**src/design/hjbh_pkg.sv**
```systemverilog
// Shared constants, types and codes for the hash join bucket head insert block.
package hjbh_pkg;

   localparam int MAX_DEGREE = 16;
   localparam int TAG_BITS   = 16;
   localparam int ADDR_W     = 48;
   localparam int HASH_W     = 64;
   localparam int HEAD_W     = 64;
   localparam int TAG_SHIFT  = HEAD_W - TAG_BITS;
   localparam int BKT_W      = MAX_DEGREE;
   localparam int DEPTH      = 1 << MAX_DEGREE;
   localparam int WIDTH_W    = 7;
   localparam int DEG_W      = 5;

   localparam int CSR_IDX_W  = 3;
   localparam int CSR_DATA_W = 16;
   localparam int REQ_DATA_W = ADDR_W + HASH_W;
   localparam int RSP_DATA_W = BKT_W + ADDR_W + ADDR_W;

   typedef logic [CSR_IDX_W-1:0] csr_idx_type;

   localparam csr_idx_type CSR_HASH_BYTES    = 3'd0;
   localparam csr_idx_type CSR_TABLE_DEGREE  = 3'd1;
   localparam csr_idx_type CSR_TAG_ENABLE    = 3'd2;
   localparam csr_idx_type CSR_TAG_HASH_MASK = 3'd3;
   localparam csr_idx_type CSR_LINK_OFFSET   = 3'd4;

   typedef struct packed {
      logic [3:0]  hash_bytes;
      logic [4:0]  table_degree;
      logic        tag_enable;
      logic [15:0] tag_hash_mask;
      logic [15:0] link_offset;
   } cfg_type;

   typedef struct packed {
      logic              we;
      logic [BKT_W-1:0]  addr;
      logic [HEAD_W-1:0] data;
   } mem_wr_type;

   typedef enum logic {
      ST_IDLE,
      ST_UPDATE
   } ins_state_type;

endpackage

```
**src/design/hjbh_clear_seq.sv**
```systemverilog
// Post-reset sweep that writes a null head into every bucket.
module hjbh_clear_seq (
   input  logic                  clock,
   input  logic                  reset,
   output logic                  clr_busy,
   output hjbh_pkg::mem_wr_type  clr_wr
);
   import hjbh_pkg::*;

   logic [BKT_W-1:0] clr_addr_ff, clr_addr_in;
   logic             clr_busy_ff, clr_busy_in;

   always_comb begin
      clr_addr_in = clr_addr_ff;
      clr_busy_in = clr_busy_ff;
      if (clr_busy_ff) begin
         clr_addr_in = clr_addr_ff + 1'b1;
         if (&clr_addr_ff) begin
            clr_busy_in = 1'b0;
         end
      end
   end

   always_ff @(posedge clock) begin
      if (reset) begin
         clr_addr_ff <= '0;
         clr_busy_ff <= 1'b1;
      end else begin
         clr_addr_ff <= clr_addr_in;
         clr_busy_ff <= clr_busy_in;
      end
   end

   assign clr_busy    = clr_busy_ff;
   assign clr_wr.we   = clr_busy_ff;
   assign clr_wr.addr = clr_addr_ff;
   assign clr_wr.data = '0;

endmodule

```
**config.mk**
```make
export PLATFORM = sky130hd
export DESIGN_NAME = hjbh_clear_seq
export DESIGN_NICKNAME = d
export VERILOG_FILES = /design/src/design/hjbh_pkg.sv /design/src/design/hjbh_clear_seq.sv
export SDC_FILE = /design/constraint.sdc
export NUM_CORES = 1
export LEC_CHECK = 0
export ABC_AREA = 1
export BUFFER_PORTS_ARGS = -buffer_cell sky130_fd_sc_hd__buf_2
export CORE_AREA = 5 5 64 66
export CTS_BUF_LIST = sky130_fd_sc_hd__clkbuf_8
export DETAILED_ROUTE_END_ITERATION = 10
export DIE_AREA = 0 0 69 71
export PLACE_DENSITY_LB_ADDON = 0.2
export SLEW_MARGIN = 20
export SYNTH_ARGS = -nofsm -noshare
export SYNTH_HDL_FRONTEND = slang
export SYNTH_SLANG_ARGS = --single-unit
```
**constraint.sdc**
```tcl
create_clock -name clock -period 1.1 [get_ports clock]
set_input_delay 0.055 -clock clock [delete_from_list [all_inputs] [get_ports clock]]
set_output_delay 0.055 -clock clock [all_outputs]
set_load 0.005 [all_outputs]
```
# Word-level counts from Yosys, hierarchy flattened
# Cells that the tools add are included.
# Widths: inputs -> output; s select.
[totals] word_cells=6 regBits=17 output_inout_bits=82 inputBits=2
[op_classes] mux=2 n_reduce_logical=1 addsub=1
[ops] op="$add 16x1->16 const B" n=1
[ops] op="$reduce_and 16->1" n=1
[ops] op="$mux 1" n=2

# Longest topological paths before layout
[logic_depth] depth_word=3 depth_mapped=8 depth_no_buf=8

# Worst setup path after synthesis
# Ideal clock, no wire load.
[synth_timing] path_type="register -> register" start="register clr_addr_ff[0]" end="register clr_addr_ff[12]" stages_incl_launch_ff=9 t_required_ns=0.987 synth_period_minus_slack_ns=1.184 path_buffers=0 t_arrival_ns=1.071 setup_time_ns=0.113 setup_slack_ns=-0.084 path_cell_list="dfxtp_1 > ha_1 > nand2_1 > inv_1 > nand3_2 > nor2_2 > nand2_1 > nand2_1 > nor2_1"
[synth_via] elab_chain_len=1
[synth_rtl] item="start: declaration" line_no="hjbh_clear_seq.sv:10" source="logic [BKT_W-1:0] clr_addr_ff, clr_addr_in;"
[synth_rtl] item="start signal: assignment" line_no="hjbh_clear_seq.sv:29" source="clr_addr_ff <= clr_addr_in;"
[synth_rtl] item="$add 16x1->16" line_no="hjbh_clear_seq.sv:17" source="clr_addr_in = clr_addr_ff + 1'b1;"
# Every way passes these cells.
# A chain may end at the register's enable or synchronous reset.

# Worst setup path in the final report
# Ends and elaborated chain as after synthesis.

==> out/results.tsv <==
stage	metric	value	unit
critical_path	Worst R2R Start	clr_addr_ff[0]	
job	max_cap viols	0	
synthesis	Area contributors post-synth	buf_4 (37%), dfxtp_1 (26%), nand2_1 (7.0%)	
synthesis	gate count after technology mapping	189	
synthesis	sequential-to-total area share from yosys stat	25.52	%
synthesis	post-synth top area share	36.59	%
sta	Finish-stage setup viols	2	
pwr	Flop pwr share	50.3	%
synthesis	Synth cell types	21	
sta	Fin. Hold Viols	0	
pwr	P_sw	0.3459	mW
die	Die Height	71	µm
clocking	Hold-fix buffers, CTS	0	
detailed_routing	DRC	0	
outcome	status	finished, violations left	
pwr	clock share of power	38.4	%
synthesis	number of flops mapped to enable cells by yosys	0	
global_routing	gr ovfl total	0	
global_routing	Total GRT Usage	9.982	%
detailed_routing	drt initial violations	47	
place	Setup WS pre-CTS	-66.43	ps
sta	final setup skew	3.289	ps
sta	pins over their slew limit	0	
detailed_routing	vias per cell	3.814	
die	Die ar.	4899	µm²
pwr	Leak	0.7808	nW
sta	Tcrit/Tclk final	103.6	%
critical_path	critical path required time	1260	ps
pwr	Int Pwr	0.9045	mW
sta	maximum clock frequency	877.6	MHz
synthesis	Synth Cell Area	1334	µm²
cells_and_area	synth-to-layout area growth	20.36	%
pwr	power per cell area	779.0	nW/µm²
min_path	min-delay worst type	primary input to flip-flop	
critical_path	crit path DAT	1300	ps
sta	RSZ-0062 raised after global routing	yes	
clocking	clock latency on the worst-skew pair	260	ps
clocking	CTS Buf Count	3	
sta	hold slack final	92.16	ps
pwr	switching share of total power	27.66	%
clocking	Worst-path clk slew	70	ps
detailed_routing	Post-DRT Antenna Nets	0	
critical_path	flop-to-flop setup slack	-40	ps
die	io pins	84	
synthesis	synth warn	0	
critical_path	type of origin of the critical path	flip-flop	
cells_and_area	fin nets	235	
pwr	maximum vdd ir drop	0.3017	mV
cells_and_area	ant diodes	0	
sta	setup ws final	-39.49	ps
pwr	Gate power share	11.3	%
clocking	clock sink total	17	
place	GPL Wtd Cong	0.7421	
critical_path	Critical Path End	clr_addr_ff[12]	
die	core area	3523	µm²
detailed_routing	detailed-route via count	1064	
synthesis	post-synth top area cell	buf_4	
die	Row Count	22	
detailed_routing	Initial DRT Pass Iterations	6	
synthesis	most numerous cell in the Yosys netlist	buf_4	
clocking	Clock Path Buffers	2	
sta	final setup TNS	-52.57	ps
critical_path	worst reg2reg path depth	8	
outcome	violations in the final reports	negative setup slack	
synthesis	fraction of registers with async set/reset	0	%
die	Die X	69	µm
synthesis	top cells by count, synth	buf_4 (65), nand2_1 (25), nor2_1 (22)	
critical_path	critical path peak fanout	5	
critical_path	crit path from	clr_addr_ff[0]	
cells_and_area	fraction of layout cells with a size suffix above 1	37.23	%
detailed_routing	final wirelength	2804	µm
synthesis	syn_area_per_cell	7.057	µm²
sta	Period minus WS final	1139	ps
global_routing	initial antenna violation count	0	
die	Initial Util	37.86	%
global_routing	first-pass GRT wire length	4043	µm
synthesis	ys flop type	dfxtp_1	
detailed_routing	Avg WL per Cell	10.05	µm
clocking	CTS Root Cell	clkbuf_8	
clocking	CTS H-Tree Depth	1	
global_routing	largest net degree at the start of global routing	11	
critical_path	Setup CP Type	flip-flop to flip-flop	
global_routing	vias in the first global route	899	
synthesis	Seq cells post-synth	17	
clocking	CTS tree	done	
critical_path	Reg-to-Reg End	clr_addr_ff[12]	
place	HPWL Detailed	2146	µm
place	port buffer count	19	
critical_path	kind of end point of the critical path	flip-flop	
==> area by class of cell <==
class | count | area (µm²)
Tap cell | 48 | 60.06
Fill cell | 374 | 1918
Timing Repair Buffer | 41 | 264.0
Clock inverter | 1 | 5.005
Sequential cell | 17 | 374.1
Inverter | 15 | 61.31
Multi-Input combinational cell | 154 | 799.5
Clock buffer | 3 | 41.29
==> worst max-delay path, stage by stage, from the launching register on <==
cell     delay [ps]
dfxtp_4         390
ha_4            160
nand2_4          70
inv_6            90
nand3_4          80
nor2_4          120
nand2_1          50
nand2_1          50
nor2_1           40
==> routing by layer <==
metal	vias to the layer above	part of all wire, %	GRT usage (%)
met1	453	40	12.22
met3	6	9.9	2.841
met5	-	0	0
met2	54	48	16.53
li1	551	-	-
met4	0	1.8	3.905
==> through the flow <==
step                area [µm²]  std cells  util, %  power (mW)
floorplan                 1592        252        -      0.8981
global placement          1383        270    39.24      0.7648
detailed placement        1383        270    39.24      0.7640
CTS                       1440        274    40.87       1.242
global route              1605        279    45.56       1.323
finish                    1605        279    45.56       1.250
==> cells in the final DEF, fill, tap and decap left out, drive strengths merged, types with 3 or more instances in the layout <==
master	netlist	routed
conb	1	64
buf	65	41
nand2	27	27
nor2	27	27
dfxtp	17	17
inv	15	15
nand3	9	9
o21ai	8	8
a21oi	7	7
nand4	4	4
clkbuf	1	3
==> power by group through the flow <==
| stage | registers (mW) | clock network [mW] | logic, mW |
|---|---|---|---|
| after floorplan | 0.652 | 0 | 0.247 |
| after global placement | 0.652 | 0 | 0.112 |
| after detailed placement | 0.652 | 0 | 0.112 |
| after CTS | 0.637 | 0.491 | 0.114 |
| after global routing | 0.630 | 0.526 | 0.166 |
| final | 0.629 | 0.481 | 0.141 |
==> how the worst min path moves through the flow <==
stage                      from               to  slack, ps  cells after the start
after floorplan           reset  clr_addr_ff[10]        340                      2
after global placement    reset  clr_addr_ff[10]        360                      2
after detailed placement  reset  clr_addr_ff[11]        360                      2
after CTS                 reset  clr_addr_ff[11]         80                      2
after global routing      reset   clr_addr_ff[4]        120                      2
final                     reset  clr_addr_ff[11]         90                      2
==> flip-flops by register name, summed over array words and instances, names as in the netlist <==
register / flops
clr_addr_ff: 16
clr_busy: 1
==> repair_timing <==
action	4_1_cts	5_1_grt
pin swaps	3	12
gates resized for setup	5	41
endpoints found under the setup margin	10	14
endpoints found under the hold margin	0	0
buffers inserted	0	5
==> kinds of logic (layout without fill, tap and decap cells) <==
family | after synthesis | after routing | synth area share (%)
buffers and inverters | 81 | 60 | 41.09
other | 1 | 64 | 0.2812
and+or+nand+nor | 71 | 71 | 24.67
adders and majority gates | 1 | 1 | 0.9379
AOI/OAI and AO/OA | 16 | 16 | 6.191
DFF | 17 | 17 | 25.52
xor gates and xnor gates | 2 | 2 | 1.314
Note: power is estimated with default switching activity, not from simulation.
