[src/design/hjbh_pkg.sv]
// Shared constants, types and codes for the hash join bucket head insert block.
package hjbh_pkg;

   localparam int MAX_DEGREE = 16;
   localparam int TAG_BITS   = 16;
   localparam int ADDR_W     = 48;
   localparam int HASH_W     = 64;
   localparam int HEAD_W     = 64;
   localparam int TAG_SHIFT  = HEAD_W - TAG_BITS;
   localparam int BKT_W      = MAX_DEGREE;
   localparam int DEPTH      = 1 << MAX_DEGREE;
   localparam int WIDTH_W    = 7;
   localparam int DEG_W      = 5;

   localparam int CSR_IDX_W  = 3;
   localparam int CSR_DATA_W = 16;
   localparam int REQ_DATA_W = ADDR_W + HASH_W;
   localparam int RSP_DATA_W = BKT_W + ADDR_W + ADDR_W;

   typedef logic [CSR_IDX_W-1:0] csr_idx_type;

   localparam csr_idx_type CSR_HASH_BYTES    = 3'd0;
   localparam csr_idx_type CSR_TABLE_DEGREE  = 3'd1;
   localparam csr_idx_type CSR_TAG_ENABLE    = 3'd2;
   localparam csr_idx_type CSR_TAG_HASH_MASK = 3'd3;
   localparam csr_idx_type CSR_LINK_OFFSET   = 3'd4;

   typedef struct packed {
      logic [3:0]  hash_bytes;
      logic [4:0]  table_degree;
      logic        tag_enable;
      logic [15:0] tag_hash_mask;
      logic [15:0] link_offset;
   } cfg_type;

   typedef struct packed {
      logic              we;
      logic [BKT_W-1:0]  addr;
      logic [HEAD_W-1:0] data;
   } mem_wr_type;

   typedef enum logic {
      ST_IDLE,
      ST_UPDATE
   } ins_state_type;

endpackage

[src/design/hjbh_insert.sv]
// Bucket select, head read-modify-write sequencer and result register.
module hjbh_insert (
   input  logic                             clock,
   input  logic                             reset,
   input  hjbh_pkg::cfg_type                cfg,
   input  logic                             clr_busy,
   input  logic                             req_tvalid,
   output logic                             req_tready,
   input  logic [hjbh_pkg::REQ_DATA_W-1:0]  req_tdata,
   output logic                             rsp_tvalid,
   input  logic                             rsp_tready,
   output logic [hjbh_pkg::RSP_DATA_W-1:0]  rsp_tdata,
   output logic                             rsp_tuser,
   output logic                             rd_en,
   output logic [hjbh_pkg::BKT_W-1:0]       rd_addr,
   input  logic [hjbh_pkg::HEAD_W-1:0]      rd_data,
   output hjbh_pkg::mem_wr_type             ins_wr
);
   import hjbh_pkg::*;

   ins_state_type state_ff, state_in;

   logic [ADDR_W-1:0]     row_ff;
   logic [HASH_W-1:0]     hash_ff;
   logic [BKT_W-1:0]      bucket_ff;
   logic                  rsp_valid_ff, rsp_valid_in;
   logic [RSP_DATA_W-1:0] rsp_data_ff;
   logic                  rsp_user_ff;

   logic [3:0]          hb_eff;
   logic [WIDTH_W-1:0]  hwidth;
   logic [DEG_W-1:0]    deg;
   logic [WIDTH_W-1:0]  shamt;
   logic [HASH_W-1:0]   hash_in;
   logic [HASH_W-1:0]   hash_cut;
   logic [HASH_W-1:0]   bucket_wide;
   logic                accept;
   logic                load;

   logic [TAG_BITS-1:0] tag_new;
   logic [HEAD_W-1:0]   new_head;
   logic [HEAD_W-1:0]   link_word;
   logic [ADDR_W-1:0]   link_addr;

   // bucket = top deg bits of the hash cut to the hash width
   always_comb begin
      priority if (cfg.hash_bytes == 4'd0) begin
         hb_eff = 4'd1;
      end else if (cfg.hash_bytes > 4'd8) begin
         hb_eff = 4'd8;
      end else begin
         hb_eff = cfg.hash_bytes;
      end
      hwidth = {hb_eff, 3'b000};
      if ({2'b00, cfg.table_degree} > hwidth) begin
         deg = hwidth[DEG_W-1:0];
      end else begin
         deg = cfg.table_degree;
      end
      if (deg > DEG_W'(MAX_DEGREE)) begin
         deg = DEG_W'(MAX_DEGREE);
      end
      shamt       = hwidth - {2'b00, deg};
      hash_in     = req_tdata[REQ_DATA_W-1:ADDR_W];
      hash_cut    = hash_in & ((HASH_W'(1) << hwidth) - HASH_W'(1));
      bucket_wide = hash_cut >> shamt;
   end

   assign accept     = req_tvalid && req_tready;
   assign req_tready = (state_ff == ST_IDLE) && !clr_busy;
   assign rd_en      = accept;
   assign rd_addr    = bucket_wide[BKT_W-1:0];

   always_comb begin
      tag_new = (hash_ff[TAG_BITS-1:0] & cfg.tag_hash_mask[TAG_BITS-1:0])
              | rd_data[HEAD_W-1:TAG_SHIFT];
      if (cfg.tag_enable) begin
         new_head  = {tag_new, row_ff};
         link_word = {{TAG_BITS{1'b0}}, rd_data[TAG_SHIFT-1:0]};
      end else begin
         new_head  = {{(HEAD_W-ADDR_W){1'b0}}, row_ff};
         link_word = rd_data;
      end
      link_addr = row_ff + {{(ADDR_W-16){1'b0}}, cfg.link_offset};
   end

   always_comb begin
      state_in     = state_ff;
      load         = 1'b0;
      rsp_valid_in = rsp_valid_ff && !rsp_tready;
      unique case (state_ff)
         ST_IDLE: begin
            if (accept) begin
               state_in = ST_UPDATE;
            end
         end
         ST_UPDATE: begin
            if (!rsp_valid_ff || rsp_tready) begin
               load         = 1'b1;
               rsp_valid_in = 1'b1;
               state_in     = ST_IDLE;
            end
         end
         default: begin
            state_in = ST_IDLE;
         end
      endcase
   end

   always_ff @(posedge clock) begin
      if (reset) begin
         state_ff     <= ST_IDLE;
         rsp_valid_ff <= 1'b0;
      end else begin
         state_ff     <= state_in;
         rsp_valid_ff <= rsp_valid_in;
      end
   end

   always_ff @(posedge clock) begin
      if (accept) begin
         row_ff    <= req_tdata[ADDR_W-1:0];
         hash_ff   <= hash_cut;
         bucket_ff <= bucket_wide[BKT_W-1:0];
      end
      if (load) begin
         rsp_data_ff <= {link_word[ADDR_W-1:0], link_addr, bucket_ff};
         rsp_user_ff <= |link_word;
      end
   end

   assign ins_wr.we   = load;
   assign ins_wr.addr = bucket_ff;
   assign ins_wr.data = new_head;

   assign rsp_tvalid = rsp_valid_ff;
   assign rsp_tdata  = rsp_data_ff;
   assign rsp_tuser  = rsp_user_ff;

endmodule

[config.mk]
export PLATFORM = sky130hd
export DESIGN_NAME = hjbh_insert
export DESIGN_NICKNAME = d
export VERILOG_FILES = /design/src/design/hjbh_pkg.sv /design/src/design/hjbh_insert.sv
export SDC_FILE = /design/constraint.sdc
export NUM_CORES = 1
export LEC_CHECK = 0
export ABC_AREA = 0
export BUFFER_PORTS_ARGS = -buffer_cell sky130_fd_sc_hd__buf_2
export CELL_PAD_IN_SITES_DETAIL_PLACEMENT = 0
export CELL_PAD_IN_SITES_GLOBAL_PLACEMENT = 1
export CORE_ASPECT_RATIO = 0.5
export CORE_MARGIN = 2
export CORE_UTILIZATION = 38
export DETAILED_ROUTE_END_ITERATION = 16
export PLACE_DENSITY = 0.8
export SETUP_SLACK_MARGIN = 0.02
export SYNTH_ARGS = -nofsm -noshare
export SYNTH_HDL_FRONTEND = slang
export SYNTH_SLANG_ARGS = --single-unit
export TNS_END_PERCENT = 1
[constraint.sdc]
create_clock -name clock -period 7.72 [get_ports clock]
set_input_delay 0.386 -clock clock [delete_from_list [all_inputs] [get_ports clock]]
set_output_delay 0.386 -clock clock [all_outputs]
set_load 0.03 [all_outputs]
Yosys cells after proc, flatten, opt, wreduce, memory -nomap -nowiden
Cells that the tools add are included.

storage, ports and cells
  bits in registers = 195
  latch bits = 0
  bits in writable memories = 0
  ROM bits = 0
  input port bits = 223
  output and inout bits = 213
  memories kept = 0

cells by class
  $add $sub $neg = 3
  multipliers = 0
  divide/modulo/power cells = 0
  $lt $le $gt $ge = 3
  eq/ne operators = 0
  shifts and indexed selects = 2
  multiplexer cells = 13
  bitwise logic cells = 4
  reduce and logical (&&, ||, !) cells = 9

operators by type and width
  cell                                                  number
  two-way mux 64 bit                                    2
  AND 64 bit                                            1
  OR reduction 64 bit                                   1
  left shift 1 x 7 -> 64 bit, first input constant      1
  >> shifter 64 x 7 -> 16 bit                           1
  subtractor 64 x 1 -> 64 bit, second input constant    1
  adder 48 x 16 -> 48 bit                               1
  AND 16 bit                                            1
  OR 16 bit                                             1
  two-way mux 5 bit                                     2
  two-way mux 4 bit                                     2
  greater-than comparator 5 x 7 -> 1 bit                1
  subtractor 7 x 5 -> 7 bit                             1
  two-way mux 1 bit                                     6
  greater-than comparator 5 bit, second input constant  1
  greater-than comparator 4 bit, second input constant  1
  logical NOT 4 bit                                     1
  logical AND 1 bit                                     3
  logical NOT 1 bit                                     3
  one-hot mux 1 bit (2 select lines)                    1
  logical OR 1 bit                                      1
  NOT 1 bit                                             1

Longest topological paths before layout
  word-level depth = 9
  gate-level depth with buffers = 23

Worst setup path after synthesis
OpenSTA, ideal clock, no wires.

  path kind = register to output
  from = register rsp_valid_ff (netlist: rsp_tvalid)
  to = output port ins_wr[80] in the netlist's numbering
  data arrival time = 6.344 ns
  required time = 7.334 ns
  slack = 0.990 ns
  stages on the path, launching flop included = 4
  cells stage by stage = dfxtp_1 nor2b_1 nor2b_1 buf_4

on the way
  longest elaborated chain between the ends = 4

ends and longest elaborated chain
  what                    line                source
  from (decl)             hjbh_insert.sv:26   logic rsp_valid_ff, rsp_valid_in;
  from (signal assigned)  hjbh_insert.sv:116  rsp_valid_ff <= rsp_valid_in;
  logical NOT 1 bit       hjbh_insert.sv:98   if (!rsp_valid_ff || rsp_tready) begin
  logical OR 1 bit        hjbh_insert.sv:98
  two-way mux 1 bit       hjbh_insert.sv:98
  two-way mux 1 bit       hjbh_insert.sv:91   unique case (state_ff)
  to (decl)               hjbh_insert.sv:17   output hjbh_pkg::mem_wr_type ins_wr

Every way passes these cells.

Final worst setup path
  from = input port cfg[41] in the netlist's numbering
  to = output port rd_addr[11] in the netlist's numbering

on the way
  longest elaborated chain between the ends = 9
  elaborated cells on any way between the ends = 13

ends and longest elaborated chain
  what                                    line               source
  from (decl)                             hjbh_insert.sv:5   input hjbh_pkg::cfg_type cfg,
  greater-than comparator 4 bit           hjbh_insert.sv:49  end else if (cfg.hash_bytes > 4'd8) begin
  two-way mux 4 bit                       hjbh_insert.sv:49
  two-way mux 4 bit (*)                   hjbh_insert.sv:47  priority if (cfg.hash_bytes == 4'd0) begin
  greater-than comparator 5 x 7 -> 1 bit  hjbh_insert.sv:55  if ({2'b00, cfg.table_degree} > hwidth) begin
  two-way mux 5 bit                       hjbh_insert.sv:55
  greater-than comparator 5 bit           hjbh_insert.sv:60  if (deg > DEG_W'(MAX_DEGREE)) begin
  two-way mux 5 bit                       hjbh_insert.sv:60
  subtractor 7 x 5 -> 7 bit               hjbh_insert.sv:63  shamt = hwidth - {2'b00, deg};
  >> shifter 64 x 7 -> 16 bit (*)         hjbh_insert.sv:66  bucket_wide = hash_cut >> shamt;
  to (decl)                               hjbh_insert.sv:15  output logic [hjbh_pkg::BKT_W-1:0] rd_addr,

Mark *: on every way between the ends. The rest lies on a longest branch, timed or not.

==> metrics.md <==
| Metric | Value |
|---|---|
| Status | complete, no violations |
| CP endpoint kind | output port |
| TritonCTS clock tree | yes |
| FF-to-FF Start | row_ff[0]$_DFFE_PP_ |
| Die area | 32360 µm² |
| Post-Place Cells | about 1800 |
| RSZ-0062 raised after global routing | false |
| Worst min path class | primary input to flip-flop |
| Register Area | ~6000 µm² |
| Leak pwr | ~5.9 nW |
| Layout Cells excl Fill | 1868 |
| Fin crit period | 6144 ps |
| Yosys reg bits | between 150 and 200 |
| Largest cells by area after synthesis | edfxtp_1 (49%), mux4_2 (6.7%), nand2_1 (3.0%), nand3_1 (2.7%), a21oi_1 (2.7%) |
| Area Growth Syn to Fin | 26.05% |
| DR vias | about 11000 |
| Most area-hungry cell type in the Yosys netlist | edfxtp_1 |
| Dpl hpwl | 34930 µm |
| CTS sink count | 195 |
| CTS Hold Bufs | 0 |
| Final worst setup slack | 1576 ps |
| Total congestion overflow | 0 |
| Endpoints failing hold | 0 |
| Core Area | about 30000 µm² |
| Share of the synthesized area in the top cell type | between 40% and 50% |
| Routed WL per cell | between 20 and 25 µm |
| Max Slew Vio Count | 0 |
| # IOs | between 400 and 500 |
| CP Launch Type | primary input |
| Hold Path End | rsp_tvalid$_SDFF_PP0_ |
| Vias in the first global route | about 10000 |
| CP Cell Sequence | buf_2, inv_1, nand2_1, ha_1, nor2_1, a21o_1, nand2_1, ha_2, buf_12, nor4b_1, a2111oi_0, a41oi_1, nor2_1, a31oi_1, nor2_1, a2111oi_0, nor4_1, buf_2 |
| Via-per-instance ratio | between 5 and 6 |
| Root buffer cell | clkbuf_16 |
| Critical path type | primary input to output port |
| Library cells used by synthesis | 77 |
| Cell Area, Synth | 11720 µm² |
| Post-synth EDFFs | a little under 200 |
| Worst Hold Depth | 2 |
| Setup Skew | roughly 13 ps |
| Reg-to-reg endpoint | rsp_tdata[62]$_DFFE_PP_ |
| Actual slew at the worst max-slew pin | 1026 ps |
| Clock transition at path regs | ~80 ps |
| Tcrit/Tclk final | between 70 and 80% |
| Commonest non-fill, non-tap cells in the layout | buf_2 (435), edfxtp_1 (193), nand2_1 (94) |
| Fraction of registers with async set or reset after synthesis | 0% |
| Global-route wire length before repair | 64560 µm |
| Post-CTS setup buffer count | 0 |
| FILL cells | around 2900 |
| Worst rel slew slack | 31.62% |
| Commonest non-fill, non-tap cell in the layout | buf_2 |
| Drt total wl | 44390 µm |
| Gp weighted congestion | 0.9826 |
| FMAX | ~160 MHz |
| Reg2Reg Setup Slack | 4450 ps |
| Max Cap Viol | 0 |
| Hold Startpoint | reset |
| CP Data Required Time | 7330 ps |
| Cell mode on critical path | nor2_1 |
| CP max FO | 39 |
| GRT Total Usage | a little over a quarter |
| Register area share after synthesis | between 40% and 50% |
| Drt initial violations | about 1100 |
| ANT nets after route | 0 |
| Share of layout cells above drive strength 1 | between 30 and 40% |
| DIE HEIGHT | around 130 µm |
| Dpl ws | around 1700 ps |
| Number of CTS-inserted buffers | 17 |
| Syn Nets | between 1000 and 1500 |
| Die X | approximately 250 µm |
| Worst path buffer plus inverter count | 4 |
| R2R cell count | 11 |
| Row cnt | 45 |
| Footprint of the multi-input gates | roughly 5500 µm² |
| Data arrival, critical path | 5760 ps |
| Max incr delay on CP | between 800 and 900 ps |
| Post-CTS Resized | 0 |
| 1st-pass router iterations | 6 |
| Top FF cell, synth | edfxtp_1 |
| Synth Area per Inst | roughly 11 µm² |
| Slowest-stage cell, CP | ha_2 |
| Drt drc | 0 |
| CTS Buffer Depth | 2 |
| Nets@finish | 1700 |
| Setup TNS | 0 ps |
| Crit path max-delay family | compound AO/OA/AOI/OAI gates |
| Number of antenna violations at the first check in global routing | 2 |
| PD cells | ~220 nW/µm² |
| Starting density of the core | 38.63% |
| IO Port Bufs | roughly 440 |
| CTS H-tree lvls | 4 |
| Finish-stage setup viols | 0 |
| Syn Inst Count | 1064 |
| Syn. warnings | 0 |
| Worst-Skew Late Latency | roughly 430 ps |
| Worst vdd rail ir drop | 0.1402 mV |
| Largest net degree at the start of global routing | 74 |
logic make-up after synthesis:
| kind of cell | synth area share (%) |
|---|---|
| adders and majority gates | 2.519 |
| buffers and inverters | 3.927 |
| muxes | 9.168 |
| AOI/OAI and AO/OA | 16.10 |
| other | 0.03199 |
| and+or+nand+nor | 14.89 |
| xor gates and xnor gates | 3.586 |
| DFF | 49.78 |
how the worst max path moves through the flow:
stage | from | end | slack, ps | cells past startpoint
2_1_floorplan | rsp_tvalid$_SDFF_PP0_ | ins_wr[80] | 990 | 3
3_3_place_gp | cfg[41] | rd_addr[8] | 1900 | 17
3_5_place_dp | cfg[41] | rd_addr[8] | 1720 | 16
4_1_cts | cfg[41] | rd_addr[8] | 1720 | 17
5_1_grt | cfg[41] | rd_addr[11] | 1190 | 18
6_report | cfg[41] | rd_addr[11] | 1580 | 18
per-stage QoR:
step / power [mW] / hold slack, ps / area (µm²) / utilization (%)
after floorplan: 1.963 / 458.4 / 11720 / -
after global placement: 2.310 / 424.6 / 14180 / 46.71
after detailed placement: 2.314 / 433.7 / 14180 / 46.71
after CTS: 3.188 / 104.3 / 14770 / 48.68
after global routing: 3.319 / 94.15 / 14780 / 48.70
final: 3.197 / 120.9 / 14780 / 48.70
registers in the layout, summed over array words and instances, names as in the netlist:
name	cells
row_ff	48
rsp_tvalid	1
hash_ff	16
rsp_tdata	112
state_ff	1
bucket_ff	16
rsp_tuser	1
layer usage:
metal / wire length (µm) / GRT usage (%) / up-vias
li1: - / - / 4941
met1: 18230 / 35.19 / 5505
met2: 22300 / 45.52 / 498
met3: 3017 / 4.467 / 62
met4: 849 / 6.335 / 0
met5: 0 / 0 / -
report_power, final:
part / total (mW) / internal, mW / switching [mW] / leakage (nW)
registers: 1.25 / 1.23 / 0.0236 / 1.80
logic: 1.06 / 0.337 / 0.726 / 3.76
clock network: 0.879 / 0.437 / 0.442 / 0.287
total: 3.20 / 2.00 / 1.19 / 5.85
synth_stat cells, types with 10 or more instances:
cell type	number
xor2_1	17
nor2_1	60
edfxtp_1	193
o211ai_1	24
a21o_1	11
clkbuf_1	41
nor2b_1	24
a21oi_1	63
ha_1	22
buf_2	20
mux2i_1	18
nor3_1	23
nand3_1	64
nand2_1	94
mux4_2	35
nand4_1	23
xnor2_1	31
inv_1	28
o22ai_1	10
o21ai_0	39
a211oi_1	12
a31oi_1	23
nor4_1	24
worst reg2reg max path, stage by stage, from the launching register on:
cell	delay, ps
edfxtp_1	390
ha_1	190
inv_1	60
fa_1	400
nor2b_1	190
o31ai_1	140
a21oi_1	260
nor3_1	80
o31ai_1	520
a31oi_1	310
nor4_1	390
xnor2_1	110
area by class of cell:
class                   count  share of cell area [%]
flip-flops and latches    195                   39.49
clock inverters            15                   1.160
inverters                  29                  0.7366
multi-input cells         764                   36.90
well taps                 399                   3.378
clock buffers              17                   2.879
repair buffers            447                   15.43
diodes                      2                 0.03387
Note: power is estimated with default switching activity, not from simulation.
